--- src/design/lruc_pkg.sv ---
// ---------------------------------------------------------------------------
// lruc_pkg
// Types, codes and constants of the reference-counted LRU cache.
// ---------------------------------------------------------------------------
`default_nettype none

package lruc_pkg;

    localparam int ENTRIES_DEF     = 32;
    localparam int KEY_BITS_DEF    = 64;
    localparam int CHARGE_BITS_DEF = 24;

    localparam int MAX_IDX_W = 10;
    localparam int SLOT_W    = 5;
    localparam int HANDLE_W  = 5;
    localparam int USAGE_W   = 32;
    localparam int REFS_W    = 8;
    localparam int PADDR_W   = 3;

    localparam logic [REFS_W-1:0]  INIT_REFS = 8'd2;
    localparam logic [REFS_W-1:0]  REFS_MAX  = 8'd255;
    localparam logic [USAGE_W-1:0] CAP_RESET = 32'd1048576;

    // register index, taken from paddr[2]
    localparam logic REG_CAPACITY = 1'b0;

    typedef enum logic [1:0] {
        REQ_INSERT  = 2'd0,
        REQ_LOOKUP  = 2'd1,
        REQ_RELEASE = 2'd2,
        REQ_ERASE   = 2'd3
    } t_req;

    typedef enum logic [3:0] {
        KIND_INSERTED   = 4'd0,
        KIND_NO_SLOT    = 4'd1,
        KIND_HIT        = 4'd2,
        KIND_MISS       = 4'd3,
        KIND_RELEASED   = 4'd4,
        KIND_ERASED     = 4'd5,
        KIND_ERASE_MISS = 4'd6,
        KIND_FREED      = 4'd7,
        KIND_BAD_HANDLE = 4'd8
    } t_kind;

    typedef enum logic [2:0] {
        ST_IDLE,
        ST_DECIDE,
        ST_REPL,
        ST_EVICT,
        ST_INS_OUT,
        ST_FREE
    } t_state;

    typedef enum logic [2:0] {
        SRC_FF,
        SRC_MT,
        SRC_OLD,
        SRC_HDL,
        SRC_FSEL
    } t_src;

    typedef enum logic [2:0] {
        CMD_NONE,
        CMD_ALLOC,
        CMD_UNLINK,
        CMD_TOUCH,
        CMD_RELEASE,
        CMD_FREE
    } t_cell_op;

    typedef struct packed {
        t_cell_op             op;
        logic [MAX_IDX_W-1:0] tgt;
        logic [MAX_IDX_W-1:0] shift_rank;
        logic                 shift;
        logic [MAX_IDX_W-1:0] new_rank;
        logic                 push;
        logic [MAX_IDX_W-1:0] seq;
        logic [MAX_IDX_W-1:0] fsel_seq;
        logic                 skip_en;
        logic [MAX_IDX_W-1:0] skip;
    } t_cell_cmd;

    typedef struct packed {
        logic ff_first;
        logic mt_first;
        logic oldest;
        logic fsel;
        logic alloc;
        logic linked;
    } t_cell_flags;

endpackage

`default_nettype wire

--- src/design/lruc_cell.sv ---
// ---------------------------------------------------------------------------
// lruc_cell
// One slot of the cache: key, charge, count, recency rank and free mark.
// ---------------------------------------------------------------------------
`default_nettype none

module lruc_cell #(
    parameter int ENTRIES     = lruc_pkg::ENTRIES_DEF,
    parameter int KEY_BITS    = lruc_pkg::KEY_BITS_DEF,
    parameter int CHARGE_BITS = lruc_pkg::CHARGE_BITS_DEF,
    parameter int CELL_IDX    = 0
) (
    input  wire                         i_clk,
    input  wire                         i_rst_n,
    input  wire lruc_pkg::t_cell_cmd    i_cmd,
    input  wire  [KEY_BITS-1:0]         i_key,
    input  wire  [CHARGE_BITS-1:0]      i_charge,
    input  wire                         i_ff_chain,
    output logic                        o_ff_chain,
    input  wire                         i_mt_chain,
    output logic                        o_mt_chain,
    output lruc_pkg::t_cell_flags       o_flags,
    output logic [lruc_pkg::REFS_W-1:0] o_refs,
    output logic [$clog2(ENTRIES)-1:0]  o_rank,
    output logic [CHARGE_BITS-1:0]      o_charge,
    output logic [KEY_BITS-1:0]         o_key
);

    localparam int IDX_W = $clog2(ENTRIES);

    logic                        r_alloc;
    logic                        r_linked;
    logic                        r_pend;
    logic [KEY_BITS-1:0]         r_key;
    logic [CHARGE_BITS-1:0]      r_charge;
    logic [lruc_pkg::REFS_W-1:0] r_refs;
    logic [IDX_W-1:0]            r_rank;
    logic [IDX_W-1:0]            r_seq;

    logic                        is_tgt;
    logic                        is_skip;
    logic                        do_shift;
    logic                        mt_hit;
    logic [lruc_pkg::REFS_W-1:0] refs_dec;
    logic [lruc_pkg::REFS_W-1:0] refs_inc;

    assign is_tgt   = (i_cmd.tgt[IDX_W-1:0] == IDX_W'(CELL_IDX));
    assign is_skip  = i_cmd.skip_en && (i_cmd.skip[IDX_W-1:0] == IDX_W'(CELL_IDX));
    assign do_shift = i_cmd.shift && r_linked && !is_tgt
                      && (r_rank > i_cmd.shift_rank[IDX_W-1:0]);
    assign refs_dec = (r_refs == '0) ? r_refs : r_refs - 1'b1;
    assign refs_inc = (r_refs == lruc_pkg::REFS_MAX) ? r_refs : r_refs + 1'b1;

    // first free slot and first matching key ripple along the row
    assign mt_hit     = r_linked && (r_key == i_key) && !is_skip;
    assign o_ff_chain = i_ff_chain || !r_alloc;
    assign o_mt_chain = i_mt_chain || mt_hit;

    assign o_flags.ff_first = !r_alloc && !i_ff_chain;
    assign o_flags.mt_first = mt_hit && !i_mt_chain;
    assign o_flags.oldest   = r_linked && (r_rank == '0);
    assign o_flags.fsel     = r_pend && (r_seq == i_cmd.fsel_seq[IDX_W-1:0]);
    assign o_flags.alloc    = r_alloc;
    assign o_flags.linked   = r_linked;

    assign o_refs   = r_refs;
    assign o_rank   = r_rank;
    assign o_charge = r_charge;
    assign o_key    = r_key;

    always_ff @(posedge i_clk) begin
        if (!i_rst_n) begin
            r_alloc  <= 1'b0;
            r_linked <= 1'b0;
            r_pend   <= 1'b0;
        end else if (is_tgt) begin
            case (i_cmd.op)
                lruc_pkg::CMD_ALLOC: begin
                    r_alloc  <= 1'b1;
                    r_linked <= 1'b1;
                end
                lruc_pkg::CMD_UNLINK: begin
                    r_linked <= 1'b0;
                    if (i_cmd.push) r_pend <= 1'b1;
                end
                lruc_pkg::CMD_RELEASE: begin
                    if (i_cmd.push) begin
                        r_pend   <= 1'b1;
                        r_linked <= 1'b0;
                    end
                end
                lruc_pkg::CMD_FREE: begin
                    r_alloc <= 1'b0;
                    r_pend  <= 1'b0;
                end
                default: ;
            endcase
        end
    end

    always_ff @(posedge i_clk) begin
        if (is_tgt) begin
            case (i_cmd.op)
                lruc_pkg::CMD_ALLOC: begin
                    r_key    <= i_key;
                    r_charge <= i_charge;
                    r_refs   <= lruc_pkg::INIT_REFS;
                    r_rank   <= i_cmd.new_rank[IDX_W-1:0];
                end
                lruc_pkg::CMD_UNLINK, lruc_pkg::CMD_RELEASE: begin
                    r_refs <= refs_dec;
                    if (i_cmd.push) r_seq <= i_cmd.seq[IDX_W-1:0];
                end
                lruc_pkg::CMD_TOUCH: begin
                    r_refs <= refs_inc;
                    r_rank <= i_cmd.new_rank[IDX_W-1:0];
                end
                default: ;
            endcase
        end else if (do_shift) begin
            r_rank <= r_rank - 1'b1;
        end
    end

endmodule

`default_nettype wire

--- config.mk ---
export PLATFORM = sky130hd
export DESIGN_NAME = lruc_cell
export DESIGN_NICKNAME = d
export VERILOG_FILES = /design/src/design/lruc_pkg.sv /design/src/design/lruc_cell.sv
export SDC_FILE = /design/constraint.sdc
export NUM_CORES = 1
export LEC_CHECK = 0
export ABC_AREA = 1
export BUFFER_PORTS_ARGS = -buffer_cell sky130_fd_sc_hd__buf_2
export CORE_AREA = 2 2 154 81
export CTS_CLUSTER_DIAMETER = 120
export CTS_CLUSTER_SIZE = 10
export DETAILED_ROUTE_END_ITERATION = 10
export DIE_AREA = 0 0 156 83
export PLACE_DENSITY = 0.8
export SLEW_MARGIN = 20
export SYNTH_ARGS = -nofsm -noshare
export SYNTH_HDL_FRONTEND = slang
export SYNTH_SLANG_ARGS = --single-unit
--- constraint.sdc ---
create_clock -name i_clk -period 6.7 [get_ports i_clk]
set_input_delay 0.67 -clock i_clk [delete_from_list [all_inputs] [get_ports i_clk]]
set_output_delay 0.67 -clock i_clk [all_outputs]
set_load 0.01 [all_outputs]
==> key figures <==
Run status
  • Outcome: finished, final reports clean

Synth
  • Async set-reset flop share out of synthesis: 0%
  • EDFF count, synth: 106
  • Post-synthesis sequential area ratio: 62.3%
  • Syn Area/Cell: 10.7 um2
  • Dominant cell type by area after synthesis: edfxtp_1
  • Yosys warning count: 0
  • Seq cells post-synth: ~110
  • Mapped cell area: ~5200 um2
  • Commonest register cell after synthesis: edfxtp_1
  • Synth unique cells: 34
  • Top-area cell type share of the netlist area: about 61%
  • Top post-synthesis cells by area: edfxtp_1 (61%), nand2_1 (6.7%), inv_1 (5.4%)
  • Mapped Nets: between 600 and 700
  • Synth Instances: slightly below 500

Die
  • DIE HEIGHT: between 80 and 90 um
  • Initial Utilization: around 45%
  • Die area: roughly 13000 um2
  • I/O pin count: roughly 270
  • Die width: approximately 160 um
  • Area of the core: approximately 12000 um2
  • FP Rows: 28

Clocking
  • CTS Buffer Depth: 2
  • TritonCTS clock tree: built
  • Total CTS buffers: 9
  • Clock sink count: 109
  • Setup Fix Bufs, Post-CTS: 0
  • Clock latency at the later pin of the worst-skew pair: between 0.3 and 0.4 ns
  • Clock Pin Slew Worst Setup and Hold Paths: roughly 0.070 ns
  • H-Tree Depth: 3
  • Root buf cell: clkbuf_16
  • PostCTS Resize Cnt: 0
  • Hold_buf cts: 0

Critical path
  • Crit Path Class: primary input to register
  • Worst Path Required: ~6.7 ns
  • Slowest stage cell, crit path: buf_4
  • Worst path cell trace: buf_2 > or2_1 > nor2_1 > nand2_1 > inv_1 > nand3_1 > nor2_4 > buf_4
  • Worst-path maximum fanout: 80
  • Critical path arrival: around 3.1 ns
  • R2r setup slk: around 4.4 ns
  • R2r startpoint: o_rank[2]
  • Reg2Reg Capture Point: o_rank[0]
  • Slowest stage delay, CP: 0.85 ns
  • Crit path max-delay family: buffers and inverters
  • Crit. End Element: register
  • Worst Path Buf+Inv: 3
  • CP startpoint kind: primary input
  • Register-to-Register Path Depth: 5

Placed design
  • Post-Place Cell Area: 6580 um2
  • RePlAce Congestion: 0.845
  • PortBufs: 236
  • HPWL after DPL: 10.5 mm

STA
  • RSZ-0062 raised after global routing: false
  • Max Clk Rate: roughly 0.32 GHz
  • Worst clock skew: about 0.004 ns
  • Final Setup Violations: 0
  • Endpoints failing hold: 0
  • Slew @ Worst Pin: around 1.1 ns
  • Final Critical Period: between 3 and 4 ns
  • Max-slew violations: 0
  • Final worst path period share: around 46%
  • Final setup TNS: 0 ns
  • Slew headroom: between 20% and 30%

Drt
  • Pre-antenna DRT Iters: 5
  • DR DRC count: 0
  • Vias per inst: ~4.8
  • Antenna Violating Nets Remaining: 0
  • DRT Wirelength: between 10 and 15 mm
  • Routed vias: about 4300
  • Initial DRC count: 290
  • Avg WL per Cell: approximately 15 um

Layout
  • Fin nets: 900
  • Post-layout util: between 50% and 60%
  • Area Overhead vs Synth: 32.0%
  • Final instance area: between 6000 and 7000 um2
  • Layout cells sized above 1: between 30 and 40%
  • Inserted Diodes: 0
  • Layout fillers: between 900 and 1000

Power
  • Leak: approximately 3.1 nW
  • Combinational power share: between 7 and 8%
  • Switching power: 0.299 mW
  • Peak VDD IR: 0.118 mV
  • Overall power: roughly 1.4 mW
  • Sequential share of power: a little over half
  • Internal: 1.09 mW
  • Clk pwr share: a little under two fifths
  • Power per cell area: between 200 and 250 nW/um2
  • Switching Fraction: ~21%

GRT
  • Global routing met2 resource utilization: around a third
  • Grt total ovfl: 0
  • Largest net degree at the start of global routing: a little over 80
  • First-pass GRT wire length: between 20 and 25 mm
  • Global Route Usage Sum: 20.8%
  • Antenna violations before repair: 0
  • GRT busiest layer: met2
  • M3 GR Usage: approximately 6.6%
  • Vias in the first global route: 4291
  • Met1 layer usage reported by global route: between 20% and 30%

Hold path
  • WHS Path Cells: 2
  • Worst Hold Launch: r_pend
  • Worst hold path type: register to register
  • Hold endpoint: r_pend

Run
  • Max-cap violations: 0
-- logic make-up after synthesis --
family	after synthesis	synth area share, %
AND/OR/NAND/NOR	208	18.1
flip-flops	109	62.3
buffers and inverters	79	5.86
AO/OA/AOI/OAI	39	4.45
XOR/XNOR	38	6.39
adder cells (fa/ha/maj)	12	2.88
-- cells in the final DEF, fill, tap and decap left out, drive strengths merged --
cell,netlist,layout
o221ai,1,1
ha,12,12
a21boi,1,1
clkinv,0,4
buf,3,237
a21oi,14,14
nand2,99,99
o21ai,17,17
nand4,12,12
o21bai,4,4
inv,76,78
xnor2,15,15
nor3b,1,1
nor2,52,52
nand3,15,15
clkbuf,0,9
or2,11,11
edfxtp,106,106
nor3,16,16
and3,1,1
dfxtp,3,3
o22ai,1,1
o32ai,1,1
nor4,1,1
bufinv,0,1
xor2,23,23
-- power groups by stage --
| stage | logic (mW) | clock network (mW) | registers [mW] |
|---|---|---|---|
| floorplan | 0.0451 | 0 | 0.768 |
| global placement | 0.102 | 0 | 0.766 |
| detailed placement | 0.108 | 0 | 0.766 |
| CTS | 0.108 | 0.549 | 0.751 |
| global route | 0.121 | 0.575 | 0.751 |
| finish | 0.108 | 0.531 | 0.751 |
-- through the flow --
step,hold WS [ns],instances,setup WS [ns]
after floorplan,0.447,485,1.23
after global placement,0.461,869,3.40
after detailed placement,0.476,869,3.23
after CTS,0.485,885,3.59
after global routing,0.477,885,3.31
final,0.490,885,3.59
-- cell type report --
type	instances	area, um2	share of cell area, %
sequential	109	3240	47.2
multi-input combinational	297	1670	24.3
timing repair buffer	237	1190	17.3
inverter	76	285	4.15
clock buffer	9	225	3.28
tap	150	188	2.73
clock inverter	7	72.6	1.06
-- registers in the layout, indices dropped and copies added (netlist names) --
name / cells
o_rank: 5
r_seq: 5
r_alloc: 1
r_pend: 1
o_key: 64
o_charge: 24
o_refs: 8
r_linked: 1
-- cells in the mapped netlist, types with 2 or more instances --
library cell  count
a21oi_1          14
buf_4             2
dfxtp_1           3
edfxtp_1        106
ha_1             12
inv_1            75
nand2_1          93
nand2_2           4
nand2_4           2
nand3_1          13
nand4_1          12
nor2_1           50
nor2_2            2
nor3_1           15
o21ai_0          17
o21bai_1          2
or2_2            10
xnor2_1          15
xor2_1           23
-- worst max-delay path by stage --
stage	from	endpoint	slack, ns	cells after the start
global placement	i_cmd[54]	o_key[38]	3.40	8
CTS	i_cmd[54]	o_key[39]	3.59	8
floorplan	i_cmd[54]	o_charge[0]	1.23	6
detailed placement	i_cmd[54]	o_key[16]	3.23	8
finish	i_cmd[54]	o_key[48]	3.59	8
global route	i_cmd[54]	o_key[29]	3.31	8
-- worst reg2reg max path: cells and delay by family (launching register included) --
| family | cells | cell delay [ns] |
|---|---|---|
| and+or+nand+nor | 2 | 0.23 |
| DFF | 1 | 0.47 |
| adders and majority gates | 1 | 0.35 |
| AOI/OAI and AO/OA | 2 | 0.84 |
-- metal layers --
layer  up-vias  part of all wire [%]
li1       2104                     -
met1      1941                    44
met2       206                    46
met3        13                   8.9
met4         0                  0.87
met5         -                     0
Power figures use the tool's default switching activity.
